File: src/sv/fmr_pkg.sv
// ----------------------------------------------------------------------------
// fmr_pkg: shared definitions for the framed message receiver
// Buffer geometry, request codes, register indexes, state types and the
// command/status bundles passed between controller and datapath.
// ----------------------------------------------------------------------------
package fmr_pkg;

    localparam int BUFFER_DEPTH = 256;
    localparam int ADDR_W       = $clog2(BUFFER_DEPTH);
    localparam int CNT_W        = $clog2(BUFFER_DEPTH + 1);

    localparam int IN_DATA_W    = 8;
    localparam int IN_USER_W    = 3;
    localparam int OUT_DATA_W   = 40;
    localparam int CFG_ADDR_W   = 2;
    localparam int CFG_DATA_W   = 8;

    // Request codes carried in the input tuser field.
    localparam logic [IN_USER_W-1:0] REQ_BYTE  = 3'd0;
    localparam logic [IN_USER_W-1:0] REQ_REARM = 3'd1;
    localparam logic [IN_USER_W-1:0] REQ_RD1   = 3'd2;
    localparam logic [IN_USER_W-1:0] REQ_RD2   = 3'd3;
    localparam logic [IN_USER_W-1:0] REQ_RD4   = 3'd4;

    // Configuration register indexes.
    localparam logic [CFG_ADDR_W-1:0] CFG_START  = 2'd0;
    localparam logic [CFG_ADDR_W-1:0] CFG_STOP   = 2'd1;
    localparam logic [CFG_ADDR_W-1:0] CFG_ESCAPE = 2'd2;

    localparam logic [CFG_DATA_W-1:0] START_RST  = 8'd2;
    localparam logic [CFG_DATA_W-1:0] STOP_RST   = 8'd3;
    localparam logic [CFG_DATA_W-1:0] ESCAPE_RST = 8'd16;

    typedef enum logic [3:0] {
        PH_IDLE     = 4'b0001,
        PH_STARTING = 4'b0010,
        PH_STARTED  = 4'b0100,
        PH_STOPPING = 4'b1000
    } t_phase;

    typedef enum logic [5:0] {
        S_IDLE  = 6'b000001,
        S_EXEC  = 6'b000010,
        S_STORE = 6'b000100,
        S_READ  = 6'b001000,
        S_DONE  = 6'b010000,
        S_SPARE = 6'b100000
    } t_state;

    typedef struct packed {
        logic latch;
        logic parse;
        logic rearm;
        logic rd_check;
        logic rd_issue;
        logic store;
        logic load_out;
    } t_cmd;

    typedef struct packed {
        logic req_byte;
        logic req_rearm;
        logic req_read;
        logic store_pend;
        logic rd_more;
        logic out_free;
    } t_stat;

endpackage

File: src/sv/fmr_ctrl.sv
// ----------------------------------------------------------------------------
// fmr_ctrl: request sequencer
// Accepts one request, steps the datapath through parsing and buffer writes,
// a rearm or buffer reads, and hands the result to the output register.
// ----------------------------------------------------------------------------
module fmr_ctrl (
    input  logic          i_clk,
    input  logic          i_rst_n,
    input  logic          i_in_valid,
    output logic          o_in_ready,
    input  fmr_pkg::t_stat i_stat,
    output fmr_pkg::t_cmd  o_cmd
);

    fmr_pkg::t_state r_state;
    fmr_pkg::t_state n_state;

    always_comb begin
        n_state    = r_state;
        o_cmd      = '0;
        o_in_ready = 1'b0;
        unique case (r_state)
            fmr_pkg::S_IDLE: begin
                o_in_ready = 1'b1;
                if (i_in_valid) begin
                    o_cmd.latch = 1'b1;
                    n_state     = fmr_pkg::S_EXEC;
                end
            end
            fmr_pkg::S_EXEC: begin
                if (i_stat.req_byte) begin
                    o_cmd.parse = 1'b1;
                    n_state     = fmr_pkg::S_STORE;
                end else if (i_stat.req_rearm) begin
                    o_cmd.rearm = 1'b1;
                    n_state     = fmr_pkg::S_DONE;
                end else if (i_stat.req_read) begin
                    o_cmd.rd_check = 1'b1;
                    n_state        = fmr_pkg::S_READ;
                end else begin
                    n_state = fmr_pkg::S_DONE;
                end
            end
            fmr_pkg::S_STORE: begin
                if (i_stat.store_pend) begin
                    o_cmd.store = 1'b1;
                end else begin
                    n_state = fmr_pkg::S_DONE;
                end
            end
            fmr_pkg::S_READ: begin
                // The last fetched byte is merged during the cycle that exits.
                if (i_stat.rd_more) begin
                    o_cmd.rd_issue = 1'b1;
                end else begin
                    n_state = fmr_pkg::S_DONE;
                end
            end
            fmr_pkg::S_DONE: begin
                if (i_stat.out_free) begin
                    o_cmd.load_out = 1'b1;
                    n_state        = fmr_pkg::S_IDLE;
                end
            end
            default: begin
                n_state = fmr_pkg::S_IDLE;
            end
        endcase
    end

    always_ff @(posedge i_clk) begin
        if (!i_rst_n) begin
            r_state <= fmr_pkg::S_IDLE;
        end else begin
            r_state <= n_state;
        end
    end

endmodule

File: src/sv/fmr_dp.sv
// ----------------------------------------------------------------------------
// fmr_dp: receiver datapath
// Token registers, frame parser, message buffer with its write and read
// pointers, read assembly and the output register.
// ----------------------------------------------------------------------------
module fmr_dp (
    input  logic                              i_clk,
    input  logic                              i_rst_n,
    input  logic                              i_cfg_we,
    input  logic [fmr_pkg::CFG_ADDR_W-1:0]    i_cfg_addr,
    input  logic [fmr_pkg::CFG_DATA_W-1:0]    i_cfg_data,
    input  logic [fmr_pkg::IN_DATA_W-1:0]     i_in_data,
    input  logic [fmr_pkg::IN_USER_W-1:0]     i_in_user,
    input  fmr_pkg::t_cmd                     i_cmd,
    output fmr_pkg::t_stat                    o_stat,
    output logic                              o_out_valid,
    input  logic                              i_out_ready,
    output logic [fmr_pkg::OUT_DATA_W-1:0]    o_out_data
);

    logic [7:0] r_mem [fmr_pkg::BUFFER_DEPTH];

    logic [7:0]                    r_start_tok, n_start_tok;
    logic [7:0]                    r_stop_tok, n_stop_tok;
    logic [7:0]                    r_esc_tok, n_esc_tok;
    fmr_pkg::t_phase               r_phase, n_phase;
    logic                          r_esc_pend, n_esc_pend;
    logic [fmr_pkg::CNT_W-1:0]     r_count, n_count;
    logic [fmr_pkg::ADDR_W-1:0]    r_rdpos, n_rdpos;
    logic                          r_ready, n_ready;
    logic                          r_err, n_err;
    logic [2:0]                    r_rd_left, n_rd_left;
    logic                          r_cap_v, n_cap_v;
    logic [1:0]                    r_sq_cnt, n_sq_cnt;
    logic                          r_out_valid, n_out_valid;

    logic [fmr_pkg::IN_USER_W-1:0] r_req, n_req;
    logic [7:0]                    r_byte, n_byte;
    logic [31:0]                   r_acc, n_acc;
    logic [7:0]                    r_sq0, n_sq0;
    logic [7:0]                    r_sq1, n_sq1;
    logic [1:0]                    r_lane, n_lane;
    logic [1:0]                    r_cap_lane, n_cap_lane;
    logic [7:0]                    r_mem_q;
    logic [fmr_pkg::OUT_DATA_W-1:0] r_out_data, n_out_data;

    logic                          wr_en;
    logic                          rd_en;
    logic [fmr_pkg::CNT_W-1:0]     rd_size;
    logic                          rd_ok;

    always_comb begin
        case (r_req)
            fmr_pkg::REQ_RD1: rd_size = fmr_pkg::CNT_W'(1);
            fmr_pkg::REQ_RD2: rd_size = fmr_pkg::CNT_W'(2);
            default:          rd_size = fmr_pkg::CNT_W'(4);
        endcase
        rd_ok = r_ready && !r_err && (r_count >= rd_size);
    end

    always_comb begin
        n_start_tok = r_start_tok;
        n_stop_tok  = r_stop_tok;
        n_esc_tok   = r_esc_tok;
        n_phase     = r_phase;
        n_esc_pend  = r_esc_pend;
        n_count     = r_count;
        n_rdpos     = r_rdpos;
        n_ready     = r_ready;
        n_err       = r_err;
        n_rd_left   = r_rd_left;
        n_cap_v     = i_cmd.rd_issue;
        n_cap_lane  = r_lane;
        n_sq_cnt    = r_sq_cnt;
        n_out_valid = r_out_valid;
        n_req       = r_req;
        n_byte      = r_byte;
        n_acc       = r_acc;
        n_sq0       = r_sq0;
        n_sq1       = r_sq1;
        n_lane      = r_lane;
        n_out_data  = r_out_data;
        wr_en       = 1'b0;
        rd_en       = 1'b0;

        if (i_cfg_we) begin
            unique case (i_cfg_addr)
                fmr_pkg::CFG_START:  n_start_tok = i_cfg_data;
                fmr_pkg::CFG_STOP:   n_stop_tok  = i_cfg_data;
                fmr_pkg::CFG_ESCAPE: n_esc_tok   = i_cfg_data;
                default:             ;
            endcase
        end

        if (i_cmd.latch) begin
            n_req  = i_in_user;
            n_byte = i_in_data;
            n_acc  = '0;
        end

        // Merge the byte fetched in the previous cycle into its lane.
        if (r_cap_v) begin
            n_acc = r_acc | (32'(r_mem_q) << {r_cap_lane, 3'b000});
        end

        if (i_cmd.parse && !r_ready) begin
            unique case (r_phase)
                fmr_pkg::PH_IDLE: begin
                    if (r_byte == r_start_tok) n_phase = fmr_pkg::PH_STARTING;
                end
                fmr_pkg::PH_STARTING: begin
                    n_phase = (r_byte == r_start_tok) ? fmr_pkg::PH_STARTED
                                                      : fmr_pkg::PH_IDLE;
                end
                fmr_pkg::PH_STARTED: begin
                    if (r_byte == r_stop_tok) begin
                        n_phase = fmr_pkg::PH_STOPPING;
                    end else begin
                        n_sq0    = r_byte;
                        n_sq_cnt = 2'd1;
                    end
                end
                fmr_pkg::PH_STOPPING: begin
                    if (r_byte == r_stop_tok) begin
                        n_ready = 1'b1;
                        n_rdpos = '0;
                        n_phase = fmr_pkg::PH_IDLE;
                    end else begin
                        // A lone stop token is data: store it, then this byte.
                        n_sq0    = r_stop_tok;
                        n_sq1    = r_byte;
                        n_sq_cnt = 2'd2;
                        n_phase  = fmr_pkg::PH_STARTED;
                    end
                end
                default: n_phase = fmr_pkg::PH_IDLE;
            endcase
        end

        if (i_cmd.store) begin
            n_sq0    = r_sq1;
            n_sq_cnt = r_sq_cnt - 2'd1;
            if (r_count < fmr_pkg::CNT_W'(fmr_pkg::BUFFER_DEPTH)) begin
                if (r_sq0 != r_esc_tok || r_esc_pend) begin
                    wr_en      = 1'b1;
                    n_count    = r_count + fmr_pkg::CNT_W'(1);
                    n_esc_pend = 1'b0;
                end else begin
                    n_esc_pend = 1'b1;
                end
            end
        end

        if (i_cmd.rearm) begin
            n_phase    = fmr_pkg::PH_IDLE;
            n_esc_pend = 1'b0;
            n_count    = '0;
            n_rdpos    = '0;
            n_ready    = 1'b0;
            n_err      = 1'b0;
        end

        if (i_cmd.rd_check) begin
            if (rd_ok) begin
                n_rd_left = rd_size[2:0];
                n_lane    = '0;
            end else if (r_req == fmr_pkg::REQ_RD1 || (r_ready && !r_err)) begin
                // Multi-byte reads only flag an over-read of a readable frame.
                n_err = 1'b1;
            end
        end

        if (i_cmd.rd_issue) begin
            rd_en     = 1'b1;
            n_rdpos   = r_rdpos + fmr_pkg::ADDR_W'(1);
            n_count   = r_count - fmr_pkg::CNT_W'(1);
            n_rd_left = r_rd_left - 3'd1;
            n_lane    = r_lane + 2'd1;
        end

        if (i_cmd.load_out) begin
            n_out_valid = 1'b1;
            n_out_data  = {5'b00000, (r_count == '0), r_err, r_ready, r_acc};
        end else if (i_out_ready) begin
            n_out_valid = 1'b0;
        end
    end

    always_ff @(posedge i_clk) begin
        if (!i_rst_n) begin
            r_start_tok <= fmr_pkg::START_RST;
            r_stop_tok  <= fmr_pkg::STOP_RST;
            r_esc_tok   <= fmr_pkg::ESCAPE_RST;
            r_phase     <= fmr_pkg::PH_IDLE;
            r_esc_pend  <= 1'b0;
            r_count     <= '0;
            r_rdpos     <= '0;
            r_ready     <= 1'b0;
            r_err       <= 1'b0;
            r_rd_left   <= '0;
            r_cap_v     <= 1'b0;
            r_sq_cnt    <= '0;
            r_out_valid <= 1'b0;
        end else begin
            r_start_tok <= n_start_tok;
            r_stop_tok  <= n_stop_tok;
            r_esc_tok   <= n_esc_tok;
            r_phase     <= n_phase;
            r_esc_pend  <= n_esc_pend;
            r_count     <= n_count;
            r_rdpos     <= n_rdpos;
            r_ready     <= n_ready;
            r_err       <= n_err;
            r_rd_left   <= n_rd_left;
            r_cap_v     <= n_cap_v;
            r_sq_cnt    <= n_sq_cnt;
            r_out_valid <= n_out_valid;
        end
    end

    always_ff @(posedge i_clk) begin
        r_req      <= n_req;
        r_byte     <= n_byte;
        r_acc      <= n_acc;
        r_sq0      <= n_sq0;
        r_sq1      <= n_sq1;
        r_lane     <= n_lane;
        r_cap_lane <= n_cap_lane;
        r_out_data <= n_out_data;
    end

    // Single-port message buffer with registered read data.
    always_ff @(posedge i_clk) begin
        if (wr_en) begin
            r_mem[r_count[fmr_pkg::ADDR_W-1:0]] <= r_sq0;
        end
        if (rd_en) begin
            r_mem_q <= r_mem[r_rdpos];
        end
    end

    assign o_stat.req_byte   = (r_req == fmr_pkg::REQ_BYTE);
    assign o_stat.req_rearm  = (r_req == fmr_pkg::REQ_REARM);
    assign o_stat.req_read   = (r_req == fmr_pkg::REQ_RD1) || (r_req == fmr_pkg::REQ_RD2)
                            || (r_req == fmr_pkg::REQ_RD4);
    assign o_stat.store_pend = (r_sq_cnt != 2'd0);
    assign o_stat.rd_more    = (r_rd_left != 3'd0);
    assign o_stat.out_free   = !r_out_valid || i_out_ready;

    assign o_out_valid = r_out_valid;
    assign o_out_data  = r_out_data;

endmodule

File: src/sv/framed_message_receiver_top.sv
// ----------------------------------------------------------------------------
// framed_message_receiver_top: byte-stuffed frame receiver
// Collects framed serial bytes into a message buffer and serves reads of
// 1, 2 or 4 bytes assembled little-endian.
//
// Usage: each request enters on the s_axis channel, tuser carrying the
// request code and tdata the received byte. Every request yields exactly
// one result on the m_axis channel: read data plus the ready, error and
// empty flags. Token registers are written through the cfg port while no
// request is in flight.
// Sequencing: one request at a time. A rearm or unknown request is latched,
// executed and its result loaded; a byte is parsed and then makes none, one
// or two buffer writes; a read is checked, and a granted one then fetches its
// bytes from the single-port buffer, which returns one byte per cycle.
// Reset: synchronous, active low; tokens return to 2, 3 and 16, the parser
// to idle and the buffer to empty. Buffer contents are not cleared.
// Stall: a finished result waits in the output register; the next request
// is accepted meanwhile and its result waits until that register drains.
// ----------------------------------------------------------------------------
module framed_message_receiver_top (
    input  logic                              i_clk,
    input  logic                              i_rst_n,
    input  logic                              i_cfg_we,
    input  logic [fmr_pkg::CFG_ADDR_W-1:0]    i_cfg_addr,
    input  logic [fmr_pkg::CFG_DATA_W-1:0]    i_cfg_data,
    input  logic                              i_s_axis_tvalid,
    output logic                              o_s_axis_tready,
    // [7:0] rx_byte
    input  logic [fmr_pkg::IN_DATA_W-1:0]     i_s_axis_tdata,
    // [2:0] req_type
    input  logic [fmr_pkg::IN_USER_W-1:0]     i_s_axis_tuser,
    output logic                              o_m_axis_tvalid,
    input  logic                              i_m_axis_tready,
    // [31:0] read_data, [32] msg_ready, [33] error_flag, [34] is_empty
    output logic [fmr_pkg::OUT_DATA_W-1:0]    o_m_axis_tdata
);

    fmr_pkg::t_cmd  cmd;
    fmr_pkg::t_stat stat;

    fmr_ctrl u_ctrl (
        .i_clk      (i_clk),
        .i_rst_n    (i_rst_n),
        .i_in_valid (i_s_axis_tvalid),
        .o_in_ready (o_s_axis_tready),
        .i_stat     (stat),
        .o_cmd      (cmd)
    );

    fmr_dp u_dp (
        .i_clk       (i_clk),
        .i_rst_n     (i_rst_n),
        .i_cfg_we    (i_cfg_we),
        .i_cfg_addr  (i_cfg_addr),
        .i_cfg_data  (i_cfg_data),
        .i_in_data   (i_s_axis_tdata),
        .i_in_user   (i_s_axis_tuser),
        .i_cmd       (cmd),
        .o_stat      (stat),
        .o_out_valid (o_m_axis_tvalid),
        .i_out_ready (i_m_axis_tready),
        .o_out_data  (o_m_axis_tdata)
    );

    // A request is never accepted while the previous one is still in work.
    a_one_in_flight: assert property (@(posedge i_clk) disable iff (!i_rst_n)
        (i_s_axis_tvalid && o_s_axis_tready) |=> !o_s_axis_tready)
        else $error("request accepted while another is in work");

    // The sequencer issues at most one datapath command per cycle.
    a_cmd_onehot: assert property (@(posedge i_clk) disable iff (!i_rst_n)
        $onehot0({cmd.latch, cmd.parse, cmd.rearm, cmd.rd_check,
                  cmd.rd_issue, cmd.store, cmd.load_out}))
        else $error("overlapping datapath commands");

    // A result is loaded only when the output register can take it.
    a_load_free: assert property (@(posedge i_clk) disable iff (!i_rst_n)
        cmd.load_out |-> stat.out_free)
        else $error("result loaded over an unaccepted one");

    // Buffer fetches stay within the bytes granted by the read check.
    a_fetch_granted: assert property (@(posedge i_clk) disable iff (!i_rst_n)
        cmd.rd_issue |-> stat.rd_more)
        else $error("buffer fetch beyond granted read length");

endmodule
File: config.mk
export PLATFORM = sky130hd
export DESIGN_NAME = framed_message_receiver_top
export DESIGN_NICKNAME = d
export VERILOG_FILES = /design/src/sv/fmr_pkg.sv /design/src/sv/fmr_ctrl.sv /design/src/sv/fmr_dp.sv /design/src/sv/framed_message_receiver_top.sv
export SDC_FILE = /design/constraint.sdc
export NUM_CORES = 2
export LEC_CHECK = 0
export BUFFER_PORTS_ARGS = -buffer_cell sky130_fd_sc_hd__buf_4
export CORE_ASPECT_RATIO = 0.9
export CORE_MARGIN = 1
export CORE_UTILIZATION = 49
export DETAILED_ROUTE_END_ITERATION = 8
export GPL_ROUTABILITY_DRIVEN = 1
export SKIP_LAST_GASP = 1
export SYNTH_ARGS = -nofsm -noshare
export SYNTH_HDL_FRONTEND = slang
export SYNTH_SLANG_ARGS = --single-unit
File: constraint.sdc
create_clock -name i_clk -period 10.2 [get_ports i_clk]
set_input_delay 0 -clock i_clk [delete_from_list [all_inputs] [get_ports i_clk]]
set_output_delay 0 -clock i_clk [all_outputs]
set_load 0.05 [all_outputs]
Yosys cells after proc, flatten, opt, wreduce, memory -nomap -nowiden
Memory sizes are Yosys's and may differ from the RTL's. A register that Yosys moved wholly into a read port is not among the register bits.
Cells that the tools add are included.
{"block": "op_classes", "addsub": 6, "magnitude_cmp": 2, "eq_ne": 26, "n_shift": 1, "n_mux": 70, "n_bitwise": 3, "n_reduce_logical": 41}
{"cell": "$mux W8", "n": 9}
{"cell": "$mux W32", "n": 2}
{"cell": "$mux W9", "n": 5}
{"cell": "$or A32 B32 Y32", "n": 1}
{"cell": "$shl A8 B5 Y32", "n": 1}
{"cell": "$mux W6", "n": 5}
{"cell": "$pmux W6 S5", "n": 1}
{"cell": "$mux W1", "n": 26}
{"cell": "$reduce_bool A3 Y1", "n": 8}
{"cell": "$mux W3", "n": 6}
{"cell": "$eq A8 B8 Y1", "n": 2}
{"cell": "$mux W2", "n": 8}
{"cell": "$pmux W4 S4", "n": 1}
{"cell": "$pmux W8 S2", "n": 1}
{"cell": "$reduce_and A3 Y1", "n": 5}
{"cell": "$reduce_bool A2 Y1", "n": 6}
{"cell": "$mux W5", "n": 2}
{"cell": "$reduce_and A2 Y1", "n": 5}
{"cell": "$add A9 B1 Y9 const B", "n": 1}
{"cell": "$ge A9 B3 Y1", "n": 1}
{"cell": "$logic_not A9 Y1", "n": 1}
{"cell": "$lt A9 B9 Y1 const B", "n": 1}
{"cell": "$sub A9 B1 Y9 const B", "n": 1}
{"cell": "$add A8 B1 Y8 const B", "n": 1}
{"cell": "other kinds (32)", "n": 49}
{"block": "totals", "ff_bits": 159, "ramBits": 2048, "input_bits": 26, "out_inout_bits": 42, "word_cells": 172, "memories": 1}
{"memory": "u_dp.r_mem", "words": 256, "width": 8, "read_ports": 1, "rd_ports_with_merged_regs": 1, "write_ports": 1, "line_no": "fmr_dp.sv:21", "source": "logic [7:0] r_mem [fmr_pkg::BUFFER_DEPTH];"}

Depth between registers and ports, before layout
{"block": "logic_depth", "depth_word": 11, "ltp_mapped": 11, "depth_no_buf": 10}

By module
Synthesis repeated with hierarchy kept, for this count alone.
{"block": "hier_totals", "cells_unflattened": 4318, "hier_area_um2": 86305.3}
{"module": "fmr_dp", "n_inst": 1, "cells_per_inst": 4280, "area_each_um2": 86000.0, "seq_area_each_um2": 65763.1}
{"module": "fmr_ctrl", "n_inst": 1, "cells_per_inst": 38, "area_each_um2": 305.3, "seq_area_each_um2": 100.1}

Least setup slack after synthesis
Ideal clock, no wire load.
{"block": "synth_path", "kind": "register to register", "startpoint": "register u_dp.r_sq0[3]", "endpoint": "memory u_dp.r_mem[117][0], enable pin", "setup_time_ns": 0.370, "t_arrival_ns": 5.084, "setup_slack_ns": 4.746, "path_stages_with_launch": 9, "n_path_buf": 1, "period_less_slack_ns": 5.454, "path_cell_list": "edfxtp_1 xor2_1 nor4_1 a311oi_2 inv_2 nor3b_4 nand2_1 buf_2 nor2_1"}
{"block": "synth_via", "elab_chain_cells": 7}
{"element": "from (decl)", "line_no": "fmr_dp.sv:40", "source": "logic [7:0] r_sq0, n_sq0;"}
{"element": "from (signal assigned)", "line_no": "fmr_dp.sv:225", "source": "r_sq0 <= n_sq0;"}
{"element": "$ne A8 B8 Y1", "line_no": "fmr_dp.sv:144", "source": "if (r_sq0 != r_esc_tok || r_esc_pend) begin"}
{"element": "$logic_or A1 B1 Y1", "line_no": "fmr_dp.sv:144"}
{"element": "$mux W1", "line_no": "fmr_dp.sv:144"}
{"element": "$mux W1", "line_no": "fmr_dp.sv:143", "source": "if (r_count < fmr_pkg::CNT_W'(fmr_pkg::BUFFER_DEPTH)) begin"}
{"element": "$mux W1", "line_no": "fmr_dp.sv:140", "source": "if (i_cmd.store) begin"}
{"element": "$mux W1", "line_no": "fmr_dp.sv:234", "source": "if (wr_en) begin"}
{"element": "$mux W1 (not written as such)", "line_no": "fmr_dp.sv:235", "source": "r_mem[r_count[fmr_pkg::ADDR_W-1:0]] <= r_sq0;"}
{"element": "to (decl)", "line_no": "fmr_dp.sv:21"}
No other way between the ends.

==> results.tsv <==
metric	value	unit
fin_crit_sh	49.0	%
hold_viol	0	
antenna_found_initial	3	
final_area	0.0961	mm^2
grt.overflow.total	0	
gp_congestion	0.841	
wirelength	211000	um
arrival	5.52	ns
cts-resized-gates	0	
worstSetupPathType	reg -> reg	
timing.rr.end	u_dp.r_mem_q[6]$_DFFE_PP_	
firstDrtPassIters	6	
core-area	0.174	mm^2
cp.required	10.72	ns
clock_skew	0.0294	ns
start_util	49.4	%
synth-async-reset-ratio	0	%
rr_startpoint	u_dp.r_rdpos[0]$_SDFFE_PN0P_	
clk-insertion-delay-late	0.84	ns
wl_per_cell	30.4	um
post-route-util	55.3	%
synth_edf_count	2152	
worst_hold_path_type	in -> reg	
syn-instance-count	4336	
clk_pin_slew	0.06	ns
num_rows	145	
nNetsFinal	4537	
viasPerCell	6.16	
max_slew_margin	7.64	%
hpwl	121000	um
tightest_slew	1.37	ns
status	finished, final reports clean	
hold_depth	3	
areaGrowthSynthToFinish	11.8	%
fp.dieH	399	um
reg2reg_depth	8	
dpl-instance-area	0.0888	mm^2
rsz0062_at_grt	false	
fmax	0.200	GHz
synth_area	0.0859	mm^2
min_from	i_rst_n	
drc	0	
drt_iter0_markers	4424	
worstPathMaxFanout	47	
drv_cap	0	
layout-drive-gt1-share	20.2	%
r2r_slack	5.20	ns
io_pins	68	
grt_first_pass_wirelength	305000	um
syn_area_per_cell	19.8	um^2
groute.usage.overall	24.0	%
ys.flop_type	edfxtp_1	
synth-seq-area-share	76.7	%
yosys_warnings	0	
period_minus_slack	5.00	ns
cp-end-kind	flop	
irDropWorstVdd	181	uV
power_density	184	mW/mm^2
startpoint_type	flop	
final_max_slew_viol_count	0	
grt_max_degree	217	
netlist-cell-type-count	68	
num_vias	42875	
dieWidth	443	um
hold_end	u_ctrl.r_state[0]$_SDFFE_PN1P_	
clock_path_buffers	3	
synth_seq_cells	2214	
die_area	0.177	mm^2
grt_pass1_vias	42739	
io_buffers	62	
cts_sinks	2214	
timing.setup.tns	0	ns
tritoncts	built	
cts-root-buf	clkbuf_16	
htree_levels	4	
cts_buffers	213	
p_leak	28.9	nW
setup_violations	0	
ant_nets	0	
synth_stat cells, types with 29 or more instances:
| library cell | number | area share, % |
|---|---|---|
| mux2i_1 | 165 | 1.9 |
| o22ai_1 | 30 | 0.22 |
| edfxtp_1 | 2152 | 75 |
| o221ai_1 | 32 | 0.33 |
| a21oi_1 | 163 | 0.95 |
| dfxtp_1 | 62 | 1.4 |
| nor3_1 | 29 | 0.17 |
| nand2_1 | 79 | 0.35 |
| clkbuf_1 | 115 | 0.50 |
| buf_2 | 64 | 0.37 |
| o21ai_0 | 52 | 0.30 |
| a22oi_1 | 185 | 1.6 |
| mux4_2 | 442 | 12 |
| nor2_1 | 362 | 1.6 |
| nor2b_1 | 48 | 0.35 |
| buf_4 | 48 | 0.42 |
through the flow:
step,setup WS [ns],hold slack [ns],std cells,power [mW]
after CTS,5.09,0.00383,6953,17.8
after floorplan,4.75,0.0989,4340,10.2
final,5.20,0.0883,6955,17.6
after global placement,5.17,0.180,6507,10.2
after global routing,4.86,0.0820,6954,18.1
after detailed placement,5.12,0.180,6507,10.2
worst max path at each step:
stage                                       from                           end  slack [ns]  depth (start not counted)
floorplan                u_dp.r_sq0[3]$_DFFE_PP_  u_dp.r_mem[117][0]$_DFFE_PP_        4.75                          8
global placement    u_dp.r_rdpos[0]$_SDFFE_PN0P_     u_dp.r_mem_q[6]$_DFFE_PP_        5.17                          8
detailed placement  u_dp.r_rdpos[0]$_SDFFE_PN0P_     u_dp.r_mem_q[6]$_DFFE_PP_        5.12                          8
CTS                 u_dp.r_rdpos[0]$_SDFFE_PN0P_     u_dp.r_mem_q[6]$_DFFE_PP_        5.09                          8
global route        u_dp.r_rdpos[0]$_SDFFE_PN0P_     u_dp.r_mem_q[6]$_DFFE_PP_        4.86                          8
finish              u_dp.r_rdpos[0]$_SDFFE_PN0P_     u_dp.r_mem_q[6]$_DFFE_PP_        5.20                          8
flip-flops by register name (all words and copies together), names as in the netlist, 2 cells and up:
name              cells
u_dp.r_req            3
u_dp.r_stop_tok       8
u_dp.r_mem_q          8
u_dp.r_sq1            8
u_dp.r_acc           32
u_dp.r_sq0            8
u_dp.r_phase          4
u_dp.r_rdpos          8
u_dp.r_cap_lane       2
u_dp.r_sq_cnt         2
u_dp.r_rd_left        3
u_dp.r_start_tok      8
u_dp.o_out_data      35
u_dp.r_byte           8
u_dp.r_esc_tok        8
u_dp.r_mem         2048
u_dp.r_count          9
u_dp.n_cap_lane       2
u_ctrl.r_state        5
kinds of logic after synthesis:
logic type                 Yosys count  synth area share (%)
adders and majority gates           12                 0.175
other                                1               0.00437
and+or+nand+nor                    629                  3.31
muxes                              619                  13.7
buffers and inverters              277                  1.59
xor gates and xnor gates            28                 0.285
DFF                               2214                  76.7
AOI/OAI and AO/OA                  556                  4.29
critical path, stage by stage, from the launching register on:
cell and delay (ns):
dfxtp_4 0.84, buf_4 0.79, buf_4 0.85, mux4_2 0.62
a22oi_1 0.25, a21oi_1 0.13, or4_1 0.62, o311ai_0 0.32
nor3_1 0.15
cells in the final DEF, fill, tap and decap left out, drive strengths merged, types with 32 or more instances in the layout:
cell type,Yosys,routed
o21ai,52,52
mux2i,165,165
a21oi,163,163
dfxtp,62,62
buf,143,147
a22oi,185,185
o221ai,32,32
clkinv,1,106
nor2b,48,48
nand2,82,82
clkbuf,115,263
edfxtp,2152,2152
mux4,442,442
dlygate4sd3,0,55
nor2,362,362
what timing repair did:
action,CTS,global route
setup buffers,0,0
hold endpoints to repair,72,0
hold buffers,55,0
report_power, final:
part | switching (mW) | total [mW] | internal, mW | leakage [nW]
combinational | 0.0710 | 0.123 | 0.0523 | 5.71
clock | 3.34 | 7.62 | 4.28 | 3.29
sequential | 0.0280 | 9.90 | 9.87 | 19.9
total | 3.44 | 17.6 | 14.2 | 28.9
per-layer routing:
| metal | routed length [um] | vias to the layer above | part of all wire (%) | GRT usage, % |
|---|---|---|---|---|
| met5 | 0 | - | 0 | 0 |
| met4 | 5670 | 0 | 2.7 | 7.07 |
| met3 | 17400 | 294 | 8.2 | 5.11 |
| met2 | 98400 | 1730 | 47 | 36.8 |
| met1 | 89800 | 22649 | 43 | 34.9 |
| li1 | - | 18202 | - | - |
final cells by class:
type                    count  area [um^2]
diodes                      2         5.00
clock buffers             263         5710
clock inverters           128          991
fillers                 13119        77800
inverters                  19         71.3
multi-input cells        1849        18800
flip-flops and latches   2214        65900
well taps                2278         2850
repair buffers            202         1750
(Power assumes the default switching activity.)
